File: src/hdl/qph_pkg.sv
package qph_pkg;

  // Operation carried with each request.
  typedef enum logic [1:0] {
    ACT_INSERT = 2'd0,
    ACT_DELETE = 2'd1,
    ACT_SEARCH = 2'd2,
    ACT_NONE   = 2'd3
  } action_t;

  // Outcome returned with each result.
  typedef enum logic [1:0] {
    ST_OK      = 2'd0,
    ST_FULL    = 2'd1,
    ST_MISSING = 2'd2,
    ST_UNUSED  = 2'd3
  } status_t;

  localparam int unsigned ActionBits = 2;
  localparam int unsigned StatusBits = 2;
  localparam int unsigned InKeyBits  = 32;
  localparam int unsigned OutSlotBits = 4;

endpackage

File: src/hdl/qph_ram.sv
module qph_ram #(
  parameter int unsigned WIDTH = 33,
  parameter int unsigned DEPTH = 16
) (
  input  logic                     clk,
  input  logic                     we,
  input  logic [$clog2(DEPTH)-1:0] waddr,
  input  logic [WIDTH-1:0]         wdata,
  input  logic                     re,
  input  logic [$clog2(DEPTH)-1:0] raddr,
  output logic [WIDTH-1:0]         rdata
);

  logic [WIDTH-1:0] mem [DEPTH];

  always_ff @(posedge clk) begin
    if (we) begin
      mem[waddr] <= wdata;
    end
    if (re) begin
      rdata <= mem[raddr];
    end
  end

endmodule

File: src/hdl/quadratic_probe_hash_table_top.sv
// Channel   Direction  Payload
// s_*       in         tuser: action; tdata: key
// m_*       out        tuser: status; tdata: slot
//
// After reset the table is swept empty, one slot per cycle, over every slot;
// no request is taken during that pass.
// A request reduces the key to its home slot (reciprocal multiply, multiply
// back and subtract, one conditional subtract), reads each probe through the
// registered read port of the slot memory and checks it, then posts the
// result; the unused action goes straight to posting its result.
// The input is not ready while a request runs, and a finished result waits in
// its state while the output is stalled.
module quadratic_probe_hash_table_top #(
  parameter int unsigned SLOTS    = 16,
  parameter int unsigned KEY_BITS = 32
) (
  input  logic       clk,
  input  logic       rst,
  input  logic       s_tvalid,
  output logic       s_tready,
  input  logic [1:0] s_tuser,   // [1:0] action
  input  logic [31:0] s_tdata,  // [31:0] key
  output logic       m_tvalid,
  input  logic       m_tready,
  output logic [1:0] m_tuser,   // [1:0] status
  output logic [7:0] m_tdata    // [3:0] slot, [7:4] zero
);

  localparam int unsigned AW = (SLOTS > 1) ? $clog2(SLOTS) : 1;
  localparam int unsigned EW = KEY_BITS + 1;
  localparam logic [31:0] SLOTS_W = 32'(SLOTS);
  localparam logic [31:0] RECIP   = 32'((64'd1 << 32) / 64'(SLOTS));

  typedef enum logic [2:0] {
    S_CLEAR,
    S_IDLE,
    S_MUL,
    S_SUB,
    S_HOME,
    S_READ,
    S_CHECK,
    S_RESULT
  } state_t;

  state_t               state;
  logic [AW-1:0]        clr_addr;
  qph_pkg::action_t     action;
  logic [KEY_BITS-1:0]  key;
  logic [31:0]          quo_rem;
  logic [AW-1:0]        home;
  logic [AW-1:0]        offset;
  logic [AW-1:0]        step;
  logic [AW-1:0]        probe;
  logic [AW-1:0]        slot;
  qph_pkg::status_t     res_status;
  logic [AW-1:0]        res_slot;

  logic [31:0]          key_lo;
  logic [63:0]          recip_prod;
  logic [31:0]          back_prod;
  logic [31:0]          home_diff;
  logic [AW-1:0]        home_next;
  logic [AW:0]          addr_sum;
  logic [AW-1:0]        probe_addr;
  logic [AW:0]          off_sum;
  logic [AW-1:0]        offset_next;
  logic [AW:0]          step_sum;
  logic [AW-1:0]        step_next;

  logic                 ram_we;
  logic [AW-1:0]        ram_waddr;
  logic [EW-1:0]        ram_wdata;
  logic                 ram_re;
  logic [EW-1:0]        ram_rdata;
  logic                 rd_valid;
  logic                 rd_match;
  logic                 last_probe;

  // The key never carries more than 32 significant bits. The quotient estimate
  // from the truncated reciprocal is low by at most one, so the remainder
  // left after multiplying back is below 2*SLOTS and one subtract finishes it.
  assign key_lo     = 32'(key);
  assign recip_prod = 64'(key_lo) * 64'(RECIP);
  assign back_prod  = quo_rem * SLOTS_W;
  assign home_diff  = key_lo - back_prod;
  assign home_next  = (quo_rem >= SLOTS_W) ? AW'(quo_rem - SLOTS_W) : AW'(quo_rem);

  // Slot of the current probe: home plus i*i, both already below SLOTS.
  assign addr_sum   = {1'b0, home} + {1'b0, offset};
  assign probe_addr = (addr_sum >= (AW+1)'(SLOTS)) ?
                      AW'(addr_sum - (AW+1)'(SLOTS)) : AW'(addr_sum);

  // (i+1)^2 = i^2 + (2i+1); both terms are kept reduced modulo SLOTS.
  assign off_sum     = {1'b0, offset} + {1'b0, step};
  assign offset_next = (off_sum >= (AW+1)'(SLOTS)) ?
                       AW'(off_sum - (AW+1)'(SLOTS)) : AW'(off_sum);
  assign step_sum    = {1'b0, step} + (AW+1)'(2);
  assign step_next   = (step_sum >= (AW+1)'(SLOTS)) ?
                       AW'(step_sum - (AW+1)'(SLOTS)) : AW'(step_sum);

  assign rd_valid   = ram_rdata[KEY_BITS];
  assign rd_match   = (ram_rdata[KEY_BITS-1:0] == key);
  assign last_probe = (probe == AW'(SLOTS - 1));

  always_comb begin
    ram_we    = 1'b0;
    ram_waddr = slot;
    ram_wdata = {1'b1, key};
    if (state == S_CLEAR) begin
      ram_we    = 1'b1;
      ram_waddr = clr_addr;
      ram_wdata = '0;
    end else if (state == S_CHECK) begin
      if (action == qph_pkg::ACT_INSERT && !rd_valid) begin
        ram_we = 1'b1;
      end else if (action == qph_pkg::ACT_DELETE && rd_valid && rd_match) begin
        ram_we    = 1'b1;
        ram_wdata = {1'b0, key};
      end
    end
  end

  assign ram_re   = (state == S_READ);
  assign s_tready = (state == S_IDLE);

  qph_ram #(
    .WIDTH(EW),
    .DEPTH(SLOTS)
  ) u_slots (
    .clk  (clk),
    .we   (ram_we),
    .waddr(ram_waddr),
    .wdata(ram_wdata),
    .re   (ram_re),
    .raddr(probe_addr),
    .rdata(ram_rdata)
  );

  always_ff @(posedge clk) begin
    if (rst) begin
      state    <= S_CLEAR;
      clr_addr <= '0;
      m_tvalid <= 1'b0;
    end else begin
      if (m_tvalid && m_tready && state != S_RESULT) begin
        m_tvalid <= 1'b0;
      end
      case (state)
        S_CLEAR: begin
          clr_addr <= clr_addr + AW'(1);
          if (clr_addr == AW'(SLOTS - 1)) begin
            state <= S_IDLE;
          end
        end
        S_IDLE: begin
          if (s_tvalid) begin
            action <= qph_pkg::action_t'(s_tuser);
            key    <= KEY_BITS'(s_tdata);
            if (s_tuser inside {qph_pkg::ACT_INSERT, qph_pkg::ACT_DELETE,
                                qph_pkg::ACT_SEARCH}) begin
              state <= S_MUL;
            end else begin
              res_status <= qph_pkg::ST_MISSING;
              res_slot   <= '0;
              state      <= S_RESULT;
            end
          end
        end
        S_MUL: begin
          quo_rem <= recip_prod[63:32];
          state   <= S_SUB;
        end
        S_SUB: begin
          quo_rem <= home_diff;
          state   <= S_HOME;
        end
        S_HOME: begin
          home   <= home_next;
          offset <= '0;
          step   <= AW'(1);
          probe  <= '0;
          state  <= S_READ;
        end
        S_READ: begin
          slot  <= probe_addr;
          state <= S_CHECK;
        end
        S_CHECK: begin
          if (action == qph_pkg::ACT_INSERT) begin
            if (!rd_valid) begin
              res_status <= qph_pkg::ST_OK;
              res_slot   <= slot;
              state      <= S_RESULT;
            end else if (last_probe) begin
              res_status <= qph_pkg::ST_FULL;
              res_slot   <= '0;
              state      <= S_RESULT;
            end else begin
              offset <= offset_next;
              step   <= step_next;
              probe  <= probe + AW'(1);
              state  <= S_READ;
            end
          end else begin
            // An empty slot ends the walk for delete and search.
            if (!rd_valid || (!rd_match && last_probe)) begin
              res_status <= qph_pkg::ST_MISSING;
              res_slot   <= '0;
              state      <= S_RESULT;
            end else if (rd_match) begin
              res_status <= qph_pkg::ST_OK;
              res_slot   <= slot;
              state      <= S_RESULT;
            end else begin
              offset <= offset_next;
              step   <= step_next;
              probe  <= probe + AW'(1);
              state  <= S_READ;
            end
          end
        end
        S_RESULT: begin
          if (!m_tvalid || m_tready) begin
            m_tvalid <= 1'b1;
            m_tuser  <= res_status;
            m_tdata  <= {4'b0000, qph_pkg::OutSlotBits'(res_slot)};
            state    <= S_IDLE;
          end
        end
        default: begin
          state <= S_IDLE;
        end
      endcase
    end
  end

endmodule
File: config.mk
export PLATFORM = sky130hd
export DESIGN_NAME = quadratic_probe_hash_table_top
export DESIGN_NICKNAME = d
export VERILOG_FILES = /design/src/hdl/qph_pkg.sv /design/src/hdl/qph_ram.sv /design/src/hdl/quadratic_probe_hash_table_top.sv
export SDC_FILE = /design/constraint.sdc
export NUM_CORES = 1
export LEC_CHECK = 0
export BUFFER_PORTS_ARGS = -buffer_cell sky130_fd_sc_hd__buf_4
export CAP_MARGIN = 10
export CORE_ASPECT_RATIO = 0.75
export CORE_MARGIN = 5
export CORE_UTILIZATION = 51
export DETAILED_ROUTE_END_ITERATION = 16
export PLACE_DENSITY = 0.7
export SYNTH_ARGS = -nofsm -noshare
export SYNTH_HDL_FRONTEND = slang
export SYNTH_SLANG_ARGS = --single-unit
File: constraint.sdc
create_clock -name clk -period 3.5 [get_ports clk]
set_input_delay 0.35 -clock clk [delete_from_list [all_inputs] [get_ports clk]]
set_output_delay 0.35 -clock clk [all_outputs]
set_load 0.01 [all_outputs]
==> tab_implementation.tex, run 1 <==
\begin{tabular}{lr}
\hline
Metric & Value \\
\hline
\multicolumn{2}{l}{\textbf{Placement}} \\
Cell Area, Placed & 26840 µm² \\
IO buf count & 45 \\
Final RePlAce weighted congestion & 0.7809 \\
Post-detailed-placement half-perimeter wirelength & 30660 µm \\
\multicolumn{2}{l}{\textbf{STA}} \\
Worst-case clock skew & 0.02827 ns \\
Period utilization & 89.84\% \\
Setup repair after global routing missed its margin & false \\
Slew @ Worst Pin & 1.147 ns \\
Post-route minimum period & 3.145 ns \\
Achievable clock frequency & 318.0 MHz \\
Worst-case hold slack & 0.03517 ns \\
Final setup viols & 0 \\
Slew HR & 23.38\% \\
Endpoints failing hold & 0 \\
Total negative slack & 0 ns \\
Max-slew violation total from the final report & 0 \\
\multicolumn{2}{l}{\textbf{Floorplanning}} \\
Area of the die & 53690 µm² \\
Overall die width & 265.9 µm \\
Effective utilization at floorplan & 51.43\% \\
Top-level port count & 50 \\
Die Ht & 201.9 µm \\
Number of cell rows & 70 \\
Area of the core & 48700 µm² \\
\multicolumn{2}{l}{\textbf{Run status}} \\
Result of the run & completed \\
\multicolumn{2}{l}{\textbf{Clock network}} \\
H-tree depth reported by CTS & 2 \\
Clock tree from TritonCTS & yes \\
Resize count post-CTS & 0 \\
Total CTS buffers & 58 \\
Clock root buffer master & sky130\_fd\_sc\_hd\_\_clkbuf\_16 \\
Hold buffer count at cts & 35 \\
Clk sink count & 638 \\
Clock Pin Slew Worst Setup and Hold Paths & 0.07 ns \\
Total setup buffers inserted after CTS & 0 \\
Maximum number of buffers from clock root to sink & 3 \\
Clock latency at the later pin of the worst-skew pair & 0.63 ns \\
\multicolumn{2}{l}{\textbf{Global routing}} \\
Total global-route track usage & 20.62\% \\
Via count of the first global-routing pass & 12580 \\
Global-route congestion overflow total & 0 \\
Antenna violations before repair & 1 \\
Largest net degree at the start of global routing & 56 \\
First-pass GRT wire length & 82120 µm \\
\multicolumn{2}{l}{\textbf{Final layout}} \\
Net total in the final layout & 1398 \\
Post-layout util & 59.96\% \\
Layout cells sized above 1 & 25.23\% \\
Final std cell area, no fill & 29200 µm² \\
Layout area overhead & 16.59\% \\
Number of antenna diodes & 0 \\
\multicolumn{2}{l}{\textbf{Setup path}} \\
Data required time at the worst endpoint & 3.84 ns \\
R2R Setup Slk & 0.36 ns \\
Max incr delay on CP & 0.91 ns \\
Start-to-end type of the worst setup path & reg -> reg \\
Setup crit end kind & flop \\
Slowest CP cell & sky130\_fd\_sc\_hd\_\_fa\_4 \\
Maximum fanout encountered on the critical timing path & 53 \\
Cell-by-cell trace of the critical path & ha\_4, fa\_4, buf\_12, mux4\_2, nor2b\_1, a211oi\_1, a21oi\_1 \\
Crit path DAT & 3.48 ns \\
Type of element launching the critical path & flop \\
\multicolumn{2}{l}{\textbf{Power}} \\
Fraction of power consumed by sequential logic & 54.8\% \\
Static leakage & 0.009494 µW \\
Fraction of power consumed by the clock network & 42.7\% \\
Power density over cell area & 531.9 nW/µm² \\
Part of the total power dissipated in combinational logic & 2.5\% \\
Maximum vdd ir drop & 0.4521 mV \\
Share of total power consumed by net switching & 19.65\% \\
Cell internal pwr & 12480 µW \\
Overall power & 15530 µW \\
Psw & 3052 µW \\
\multicolumn{2}{l}{\textbf{Synthesis}} \\
Synthesis Warnings & 0 \\
Area contributors post-synth & sky130\_fd\_sc\_hd\_\_edfxtp\_1, sky130\_fd\_sc\_hd\_\_mux4\_2, sky130\_fd\_sc\_hd\_\_nor2b\_1 \\
Share of the synthesized area in the top cell type & 75.54\% \\
Count of flip-flops with a built-in enable after synthesis & 630 \\
Average cell area after synthesis & 20.61 µm² \\
Syn Std Cell Area & 25050 µm² \\
Biggest area consumer among synthesized cells & sky130\_fd\_sc\_hd\_\_edfxtp\_1 \\
Post-synthesis sequential area ratio & 76.18\% \\
Flops \& latches, synth & 638 \\
Number of distinct library cells after synthesis & 50 \\
Proportion of register bits with asynchronous set or reset after synthesis & 0\% \\
Post-Synthesis Cells & 1215 \\
Primary FF master, synth & sky130\_fd\_sc\_hd\_\_edfxtp\_1 \\
\multicolumn{2}{l}{\textbf{Routing}} \\
DRT Pass-1 Iters & 5 \\
DRT antenna net count & 0 \\
Total Routed Length & 54520 µm \\
Average via count per standard cell & 5.914 \\
Vias & 12110 \\
DRC violations left & 0 \\
First DRT Iteration DRCs & 1412 \\
Detailed-route wire length per cell & 26.63 µm \\
\multicolumn{2}{l}{\textbf{Min path}} \\
Hold crit path type & in -> reg \\
\multicolumn{2}{l}{\textbf{Flow run}} \\
Max-cap violations & 0 \\
\hline
\end{tabular}
through the flow:
step / std cells / worst slack [ns]
floorplan: 1218 / 0.06098
global placement: 1903 / 0.4087
detailed placement: 1903 / 0.4077
CTS: 2047 / 0.3424
global route: 2047 / 0.2389
finish: 2047 / 0.3555
worst paths after layout:
check | startpoint | depth (start not counted) | endpoint
max | offset[0] | 7 | u_slots.rdata[8]
min | m_tready | 3 | m_tvalid
max reg2reg | offset[0] | 7 | u_slots.rdata[8]
min reg2reg | res_slot[2] | 0 | m_tdata[2]
layout by cell type (no fill, tap or decap), drive strengths merged, types with 2 or more instances in the layout:
cell / synthesis / routed
nor2b: 66 / 66
clkinv: 0 / 30
nor2: 25 / 25
conb: 1 / 4
dlygate4sd3: 0 / 35
inv: 12 / 12
ha: 8 / 8
mux2: 4 / 4
nor3: 6 / 6
o31ai: 2 / 2
nor4: 2 / 2
xor2: 5 / 5
o21ai: 10 / 10
nand3b: 4 / 4
edfxtp: 630 / 630
a31oi: 2 / 2
xnor2: 39 / 39
clkinvlp: 0 / 2
clkbuf: 21 / 67
a21oi: 56 / 56
nand3: 10 / 10
nand2b: 5 / 5
buf: 43 / 101
fa: 2 / 2
bufinv: 0 / 10
nand4: 9 / 9
mux4: 132 / 132
mux2i: 35 / 35
a211oi: 33 / 33
dfxtp: 8 / 8
nand2: 30 / 30
a21o: 2 / 2
kinds of logic after synthesis:
logic type / Yosys count / synth area share [%]
DFF: 638 / 76.18
muxes: 171 / 13.45
and+or+nand+nor: 163 / 3.682
AOI/OAI and AO/OA: 112 / 2.943
buffers and inverters: 76 / 1.609
xor gates and xnor gates: 44 / 1.569
adders and majority gates: 10 / 0.5595
other: 1 / 0.01497
state kept, by name, summed over array words and instances (netlist names):
signal         flops
key               32
probe              4
step               3
quo_rem            4
m_tuser            2
state              3
m_tvalid           1
slot               4
u_slots.rdata     33
res_slot           4
res_status         2
u_slots.mem      528
offset             4
m_tdata            4
action             2
home               4
clr_addr           4
final cells by class:
type / count / area [µm²]
multi-input cells: 504 / 5769
clock buffers: 67 / 1506
inverters: 12 / 45.04
well taps: 648 / 810.8
flip-flops and latches: 638 / 19080
fillers: 3445 / 19500
repair buffers: 136 / 1484
clock inverters: 42 / 506.7
worst max-delay path, delay by kind of cell, from the launching register on:
family / cells / cell delay (ns)
simple gates: 1 / 0.15
fa+ha+maj: 2 / 1.13
buf+inv: 1 / 0.35
compound gates: 2 / 0.34
flops: 1 / 0.49
mux: 1 / 0.37
per-layer routing:
layer | GRT usage, % | part of all wire, % | vias up
li1 | - | - | 5205
met1 | 30.10 | 42 | 6375
met2 | 32.83 | 48 | 434
met3 | 3.663 | 6.6 | 92
met4 | 5.459 | 2.5 | 0
met5 | 0 | 0 | -
synthesized netlist by cell type, types with 2 or more instances:
| cell type | n |
|---|---|
| sky130_fd_sc_hd__a211oi_1 | 33 |
| sky130_fd_sc_hd__a21o_1 | 2 |
| sky130_fd_sc_hd__a21oi_1 | 47 |
| sky130_fd_sc_hd__a21oi_2 | 9 |
| sky130_fd_sc_hd__a31oi_1 | 2 |
| sky130_fd_sc_hd__buf_1 | 3 |
| sky130_fd_sc_hd__buf_2 | 19 |
| sky130_fd_sc_hd__buf_4 | 17 |
| sky130_fd_sc_hd__buf_6 | 4 |
| sky130_fd_sc_hd__clkbuf_1 | 21 |
| sky130_fd_sc_hd__dfxtp_1 | 8 |
| sky130_fd_sc_hd__edfxtp_1 | 630 |
| sky130_fd_sc_hd__fa_1 | 2 |
| sky130_fd_sc_hd__ha_1 | 8 |
| sky130_fd_sc_hd__inv_1 | 12 |
| sky130_fd_sc_hd__mux2_2 | 4 |
| sky130_fd_sc_hd__mux2i_1 | 35 |
| sky130_fd_sc_hd__mux4_2 | 132 |
| sky130_fd_sc_hd__nand2_1 | 30 |
| sky130_fd_sc_hd__nand2b_1 | 5 |
| sky130_fd_sc_hd__nand3_1 | 9 |
| sky130_fd_sc_hd__nand3b_1 | 4 |
| sky130_fd_sc_hd__nand4_1 | 9 |
| sky130_fd_sc_hd__nor2_1 | 25 |
| sky130_fd_sc_hd__nor2b_1 | 66 |
| sky130_fd_sc_hd__nor3_1 | 4 |
| sky130_fd_sc_hd__nor4_4 | 2 |
| sky130_fd_sc_hd__o21ai_0 | 8 |
| sky130_fd_sc_hd__o21ai_1 | 2 |
| sky130_fd_sc_hd__o31ai_1 | 2 |
| sky130_fd_sc_hd__xnor2_1 | 39 |
| sky130_fd_sc_hd__xor2_1 | 4 |
power groups by stage:
| stage | Sequential (µW) | Clock, µW | Combinational [µW] |
|---|---|---|---|
| after floorplan | 8670 | 0 | 169 |
| after global placement | 8670 | 0 | 358 |
| after detailed placement | 8680 | 0 | 362 |
| after CTS | 8520 | 6730 | 395 |
| after global routing | 8520 | 7090 | 414 |
| final | 8520 | 6630 | 388 |
(Power assumes the default switching activity.)
==> run 2, diff against run 1 <==
CORE_UTILIZATION = 40   (was 51)
PLACE_DENSITY = unset   (was 0.7)
==> run 2 against run 1 <==
  * Non-clock buffer count is 19 higher
  * Maximum frequency is 4.8% lower
  * Global-route usage is 4.3 points lower
  * Die area is 26% higher
  * Register-to-register slack worse by 0.16 ns
  * Count of clock-buffer cells in the layout is 7 higher
  * Setup slack worse by 0.16 ns
  * Core utilization is 12 points lower
==> tab_implementation.tex, run 2 (same netlist as run 1, synthesis figures left out) <==
\begin{tabular}{lr}
\hline
Metric & Value \\
\hline
\multicolumn{2}{l}{\textbf{Floorplanning}} \\
Area of the die & 67770 µm² \\
Die Ht & 226.7 µm \\
Number of cell rows & 79 \\
Top-level port count & 50 \\
Area of the core & 61980 µm² \\
Overall die width & 298.9 µm \\
Effective utilization at floorplan & 40.41\% \\
\multicolumn{2}{l}{\textbf{STA}} \\
Least setup slack across all paths after layout & 0.1973 ns \\
Slew HR & 23.26\% \\
Max-slew violation total from the final report & 0 \\
Period utilization & 94.36\% \\
Total negative slack & 0 ns \\
Endpoints failing hold & 0 \\
Final setup viols & 0 \\
Slew @ Worst Pin & 1.149 ns \\
Worst-case clock skew & 0.02200 ns \\
Setup repair after global routing missed its margin & false \\
Post-route minimum period & 3.303 ns \\
Achievable clock frequency & 302.8 MHz \\
\multicolumn{2}{l}{\textbf{Final layout}} \\
Most frequent cells in the layout & sky130\_fd\_sc\_hd\_\_edfxtp\_1, sky130\_fd\_sc\_hd\_\_mux4\_2, sky130\_fd\_sc\_hd\_\_buf\_4 \\
Sequential cell area & 19080 µm² \\
Net total in the final layout & 1419 \\
Layout cells sized above 1 & 26.17\% \\
Leading cell type in the layout, fill and taps excluded & sky130\_fd\_sc\_hd\_\_edfxtp\_1 \\
Layout area overhead & 18.03\% \\
Top register by number of flip-flops & u\_slots.mem \\
Filler Cell Count & 5034 \\
Number of antenna diodes & 0 \\
Max FFs per register & 528 \\
Largest registers & u\_slots.mem (528), u\_slots.rdata (33), key (32) \\
Area of the multi-input gates & 5769 µm² \\
\multicolumn{2}{l}{\textbf{Clock network}} \\
Clk sink count & 638 \\
H-tree depth reported by CTS & 2 \\
Resize count post-CTS & 0 \\
Maximum number of buffers from clock root to sink & 3 \\
Clock latency at the later pin of the worst-skew pair & 0.62 ns \\
Total CTS buffers & 60 \\
Clock root buffer master & sky130\_fd\_sc\_hd\_\_clkbuf\_16 \\
Clock tree from TritonCTS & yes \\
Clock Pin Slew Worst Setup and Hold Paths & 0.06 ns \\
\multicolumn{2}{l}{\textbf{Global routing}} \\
Via count of the first global-routing pass & 12100 \\
Antenna violations before repair & 0 \\
Largest net degree at the start of global routing & 82 \\
First-pass GRT wire length & 82040 µm \\
Global-route congestion overflow total & 0 \\
Total global-route track usage & 16.36\% \\
\multicolumn{2}{l}{\textbf{Setup path}} \\
Start-to-end type of the worst setup path & reg -> reg \\
Maximum fanout encountered on the critical timing path & 29 \\
Data required time at the worst endpoint & 3.80 ns \\
Slowest CP cell & sky130\_fd\_sc\_hd\_\_nor4\_4 \\
Crit path buffers/inverters & 2 \\
Max incr delay on CP & 0.63 ns \\
Cell-by-cell trace of the critical path & xnor2\_1, nand4\_1, nor4\_4, a41oi\_4, buf\_12, a21oi\_4, buf\_12 \\
R2R Setup Slk & 0.20 ns \\
Cell occurring most often along the worst timing path & sky130\_fd\_sc\_hd\_\_buf\_12 \\
Terminus of the critical flop-to-flop path & u\_slots.mem[3][17] \\
Type of element launching the critical path & flop \\
Setup crit end kind & flop \\
Worst reg2reg path startpoint & key[3] \\
Cell count of the worst reg-to-reg path & 7 \\
Critical path's top delay family & simple AND/OR/NAND/NOR gates \\
Crit path DAT & 3.60 ns \\
\multicolumn{2}{l}{\textbf{Flow run}} \\
Max-cap violations & 0 \\
\multicolumn{2}{l}{\textbf{Routing}} \\
DRT Pass-1 Iters & 5 \\
Average via count per standard cell & 5.392 \\
DRC violations left & 0 \\
Vias & 11990 \\
First DRT Iteration DRCs & 1087 \\
DRT antenna net count & 0 \\
Detailed-route wire length per cell & 24.90 µm \\
Total Routed Length & 55380 µm \\
\multicolumn{2}{l}{\textbf{Min path}} \\
Hold crit path type & in -> reg \\
Destination of the worst hold path & m\_tvalid \\
Worst hold path stage count & 3 \\
Origin of the worst min-delay path & m\_tready \\
\multicolumn{2}{l}{\textbf{Placement}} \\
Post-detailed-placement half-perimeter wirelength & 32950 µm \\
IO buf count & 45 \\
Final RePlAce weighted congestion & 0.7682 \\
Pre-CTS setup slack & 0.2644 ns \\
\multicolumn{2}{l}{\textbf{Power}} \\
Power density over cell area & 521.5 nW/µm² \\
Static leakage & 0.009590 µW \\
Maximum vdd ir drop & 0.4420 mV \\
\multicolumn{2}{l}{\textbf{Run status}} \\
Result of the run & completed \\
\hline
\end{tabular}
[run 2: cell types whose count changed in the layout (fill, tap and decap cells not counted), moves of 2 or more]
| cell | delta |
|---|---|
| sky130_fd_sc_hd__buf_12 | +6 |
| sky130_fd_sc_hd__bufinv_16 | -3 |
| sky130_fd_sc_hd__inv_6 | +3 |
| sky130_fd_sc_hd__clkinv_2 | -6 |
| sky130_fd_sc_hd__clkbuf_8 | +5 |
| sky130_fd_sc_hd__clkinv_16 | -2 |
| sky130_fd_sc_hd__buf_4 | +13 |
| sky130_fd_sc_hd__clkinv_1 | -3 |
[run 2: metal layers]
layer / global-route usage, % / part of all wire, % / vias up
li1: - / - / 5265
met4: 3.476 / 1.4 / 0
met2: 25.17 / 46 / 338
met3: 2.805 / 6.1 / 59
met1: 24.91 / 46 / 6330
met5: 0 / 0 / -
[run 2: report_power, final]
part | switching (µW) | internal, µW | total [µW]
sequential | 40.1 | 8480 | 8520
combinational | 223 | 165 | 389
clock | 2760 | 3750 | 6510
[run 2: how the worst max path moves through the flow]
stage	cells past startpoint	start	to
after detailed placement	7	key[2]	u_slots.mem[8][27]
after floorplan	5	key[0]	u_slots.mem[14][0]
after global placement	7	key[2]	u_slots.mem[8][25]
final	7	key[3]	u_slots.mem[3][17]
after global routing	7	key[2]	u_slots.mem[7][6]
after CTS	7	key[3]	u_slots.mem[8][23]
[run 2: final cells by class]
type / count / share of cell area, %
sequential: 638 / 64.54
multi-input combinational: 504 / 19.52
timing repair buffer: 155 / 5.756
clock buffer: 74 / 5.426
tap: 810 / 3.428
clock inverter: 31 / 1.181
inverter: 12 / 0.1524
[run 2: tightest hold or removal path: stages]
cell and delay, ns:
sky130_fd_sc_hd__buf_4 0.08, sky130_fd_sc_hd__nand2b_1 0.14, sky130_fd_sc_hd__a21oi_1 0.07
[run 2: what timing repair did]
action                    CTS  global route
hold endpoints to repair   39             0
buffers inserted            0             0
hold buffers               35             0
[run 2: metrics by stage]
| step | hold WS (ns) | std cells | utilization [%] | area, µm² | total power, µW |
|---|---|---|---|---|---|
| after floorplan | 0.4003 | 1218 | - | 25060 | 8841 |
| after global placement | 0.4053 | 2084 | 43.98 | 27260 | 9027 |
| after detailed placement | 0.4071 | 2084 | 43.98 | 27260 | 9043 |
| after CTS | 0.05986 | 2224 | 47.70 | 29560 | 15570 |
| after global routing | 0.09015 | 2224 | 47.70 | 29560 | 15920 |
| final | 0.08440 | 2224 | 47.70 | 29560 | 15420 |
==> run 3, diff against run 2 <==
ABC_AREA = 1   (was unset)
==> run 3 against run 2 <==
  * Clock skew increased by 0.0034 ns
  * Final cell count up 31%
  * Core utilization is 0.41 points lower
  * Combinational power decreased by 22%
  * Register-to-register slack gained 0.18 ns
==> tab_implementation.tex, run 3 <==
\begin{tabular}{lr}
\hline
Metric & Value \\
\hline
\multicolumn{2}{l}{\textbf{Placement}} \\
IO buf count & 45 \\
Post-detailed-placement half-perimeter wirelength & 36290 µm \\
Placed insts & 2774 \\
Pre-CTS setup slack & 0.4570 ns \\
Final RePlAce weighted congestion & 0.7739 \\
\multicolumn{2}{l}{\textbf{Clock network}} \\
Clock latency at the later pin of the worst-skew pair & 0.64 ns \\
Maximum number of buffers from clock root to sink & 3 \\
Clock root buffer master & sky130\_fd\_sc\_hd\_\_clkbuf\_16 \\
Total CTS buffers & 61 \\
Clk sink count & 638 \\
Clock tree from TritonCTS & yes \\
Total setup buffers inserted after CTS & 0 \\
H-tree depth reported by CTS & 2 \\
Clock Pin Slew Worst Setup and Hold Paths & 0.06 ns \\
\multicolumn{2}{l}{\textbf{Synthesis}} \\
Average cell area after synthesis & 13.69 µm² \\
Syn Std Cell Area & 25960 µm² \\
Proportion of register bits with asynchronous set or reset after synthesis & 0\% \\
Primary FF master, synth & sky130\_fd\_sc\_hd\_\_edfxtp\_1 \\
Flops \& latches, synth & 638 \\
Count of flip-flops with a built-in enable after synthesis & 630 \\
Post-Synthesis Cells & 1896 \\
Synthesis Warnings & 0 \\
Leading cell type by number of instances after synthesis & sky130\_fd\_sc\_hd\_\_edfxtp\_1 \\
Number of distinct library cells after synthesis & 36 \\
Post-synthesis sequential area ratio & 73.48\% \\
Area contributors post-synth & sky130\_fd\_sc\_hd\_\_edfxtp\_1, sky130\_fd\_sc\_hd\_\_mux2i\_1, sky130\_fd\_sc\_hd\_\_o21ai\_0 \\
List of most frequent post-synthesis cells & sky130\_fd\_sc\_hd\_\_edfxtp\_1, sky130\_fd\_sc\_hd\_\_inv\_1, sky130\_fd\_sc\_hd\_\_o21ai\_0 \\
Biggest area consumer among synthesized cells & sky130\_fd\_sc\_hd\_\_edfxtp\_1 \\
Share of the synthesized area in the top cell type & 72.86\% \\
\multicolumn{2}{l}{\textbf{STA}} \\
Endpoints failing hold & 0 \\
Total negative slack & 0 ns \\
Slew HR & 21.14\% \\
Worst-case clock skew & 0.02543 ns \\
Final setup viols & 0 \\
Slew @ Worst Pin & 1.179 ns \\
Least setup slack across all paths after layout & 0.3789 ns \\
Max-slew violation total from the final report & 0 \\
Post-route minimum period & 3.121 ns \\
Period utilization & 89.17\% \\
Achievable clock frequency & 320.4 MHz \\
Setup repair after global routing missed its margin & false \\
\multicolumn{2}{l}{\textbf{Floorplanning}} \\
Number of cell rows & 80 \\
Effective utilization at floorplan & 40.59\% \\
Area of the core & 63960 µm² \\
Overall die width & 304.2 µm \\
Area of the die & 70160 µm² \\
Die Ht & 230.6 µm \\
Top-level port count & 50 \\
\multicolumn{2}{l}{\textbf{Run status}} \\
Result of the run & completed \\
\multicolumn{2}{l}{\textbf{Routing}} \\
Amount of wire on met2 after detailed routing & 26840 µm \\
Detailed route wirelength on metal3 & 4691 µm \\
Total Routed Length & 62560 µm \\
Vias & 15300 \\
DR top layer & met4 \\
DRT Pass-1 Iters & 6 \\
DRT antenna net count & 0 \\
First DRT Iteration DRCs & 1470 \\
Detailed-route wire length per cell & 21.42 µm \\
DRC violations left & 0 \\
Average via count per standard cell & 5.237 \\
Total routed wire length on the met1 layer & 29810 µm \\
\multicolumn{2}{l}{\textbf{Min path}} \\
Hold crit path type & in -> reg \\
\multicolumn{2}{l}{\textbf{Final layout}} \\
Leading cell type in the layout, fill and taps excluded & sky130\_fd\_sc\_hd\_\_edfxtp\_1 \\
Top register by number of flip-flops & u\_slots.mem \\
Largest registers & u\_slots.mem (528), u\_slots.rdata (33), key (32) \\
Layout area overhead & 16.48\% \\
Layout cells sized above 1 & 12.18\% \\
Max FFs per register & 528 \\
Net total in the final layout & 2059 \\
Post-layout instance count excluding filler cells & 2921 \\
Most frequent cells in the layout & sky130\_fd\_sc\_hd\_\_edfxtp\_1, sky130\_fd\_sc\_hd\_\_inv\_1, sky130\_fd\_sc\_hd\_\_o21ai\_0 \\
Filler Cell Count & 5590 \\
Number of antenna diodes & 0 \\
\multicolumn{2}{l}{\textbf{Power}} \\
Part of the total power dissipated in combinational logic & 2.0\% \\
Cell internal pwr & 12370 µW \\
Power density over cell area & 509.7 nW/µm² \\
Fraction of power consumed by the clock network & 43.1\% \\
Fraction of power consumed by sequential logic & 55.0\% \\
Share of total power consumed by net switching & 19.75\% \\
Maximum vdd ir drop & 0.3910 mV \\
Static leakage & 0.01104 µW \\
Psw & 3045 µW \\
\multicolumn{2}{l}{\textbf{Global routing}} \\
Antenna violations before repair & 0 \\
Largest net degree at the start of global routing & 68 \\
Via count of the first global-routing pass & 15210 \\
Total global-route track usage & 17.58\% \\
First-pass GRT wire length & 95230 µm \\
Global-route congestion overflow total & 0 \\
\multicolumn{2}{l}{\textbf{Setup path}} \\
Crit path DAT & 3.46 ns \\
Maximum fanout encountered on the critical timing path & 16 \\
Start-to-end type of the worst setup path & reg -> reg \\
Type of element launching the critical path & flop \\
Setup crit end kind & flop \\
Data required time at the worst endpoint & 3.84 ns \\
\multicolumn{2}{l}{\textbf{Flow run}} \\
Max-cap violations & 0 \\
\hline
\end{tabular}
## run 3: power groups by stage
| stage | Clock, µW | Combinational, µW | Sequential, µW |
|---|---|---|---|
| final | 6640 | 303 | 8470 |
| after global routing | 7120 | 329 | 8480 |
| after CTS | 6790 | 306 | 8470 |
| after detailed placement | 0 | 273 | 8640 |
| after global placement | 0 | 268 | 8630 |
| after floorplan | 0 | 121 | 8630 |
## run 3: worst paths after layout
| check | end | slack (ns) | from | cells after the start |
|---|---|---|---|---|
| max | u_slots.mem[3][8] | 0.38 | key[2] | 10 |
| min | m_tvalid | 0.11 | m_tready | 3 |
| max reg2reg | u_slots.mem[3][8] | 0.38 | key[2] | 10 |
| min reg2reg | home[2] | 0.42 | quo_rem[2] | 0 |
## run 3: logic make-up after synthesis
group	count (synthesis)	synth area share (%)
AO/OA/AOI/OAI	485	10.18
XOR/XNOR	28	0.9445
adder cells (fa/ha/maj)	10	0.5397
buffers and inverters	324	5.334
flip-flops	638	73.48
multiplexers	132	5.089
other	1	0.01444
AND/OR/NAND/NOR	278	4.419
## run 3: critical path, stage by stage (launching register included)
cell	delay [ns]
sky130_fd_sc_hd__edfxtp_1	0.43
sky130_fd_sc_hd__xnor2_1	0.45
sky130_fd_sc_hd__nand2_1	0.12
sky130_fd_sc_hd__nor2_1	0.13
sky130_fd_sc_hd__nand2_1	0.07
sky130_fd_sc_hd__nor2_1	0.39
sky130_fd_sc_hd__nand4_1	0.25
sky130_fd_sc_hd__nand3_2	0.29
sky130_fd_sc_hd__nand3_1	0.14
sky130_fd_sc_hd__inv_2	0.36
sky130_fd_sc_hd__buf_12	0.21
## run 3: repair_timing
item                                   4_1_cts  5_1_grt
resized for setup                            0        0
hold buffers                                35        0
endpoints found under the hold margin       39        0
## run 3: layout make-up
cell class / count / area [µm²] / area share (%)
clock buffers: 76 / 1633 / 5.399
inverters: 217 / 817.0 / 2.702
flip-flops and latches: 638 / 19080 / 63.08
multi-input cells: 937 / 5583 / 18.46
clock inverters: 36 / 382.9 / 1.266
well taps: 861 / 1077 / 3.562
repair buffers: 156 / 1672 / 5.527
## run 3: per-stage QoR
stage	cell area, µm²	hold slack, ns	utilization (%)	total power (µW)
6_report	30240	0.1050	47.28	15410
5_1_grt	30240	0.08174	47.28	15930
4_1_cts	30240	0.05490	47.28	15570
3_5_place_dp	27880	0.4045	43.58	8910
3_3_place_gp	27880	0.4018	43.58	8900
2_1_floorplan	25980	0.4003	-	8751
## run 3: layer usage
layer | global-route usage (%) | up-vias
met5 | 0 | -
met4 | 4.222 | 0
met3 | 3.729 | 96
met2 | 25.76 | 497
met1 | 26.96 | 7612
li1 | - | 7092
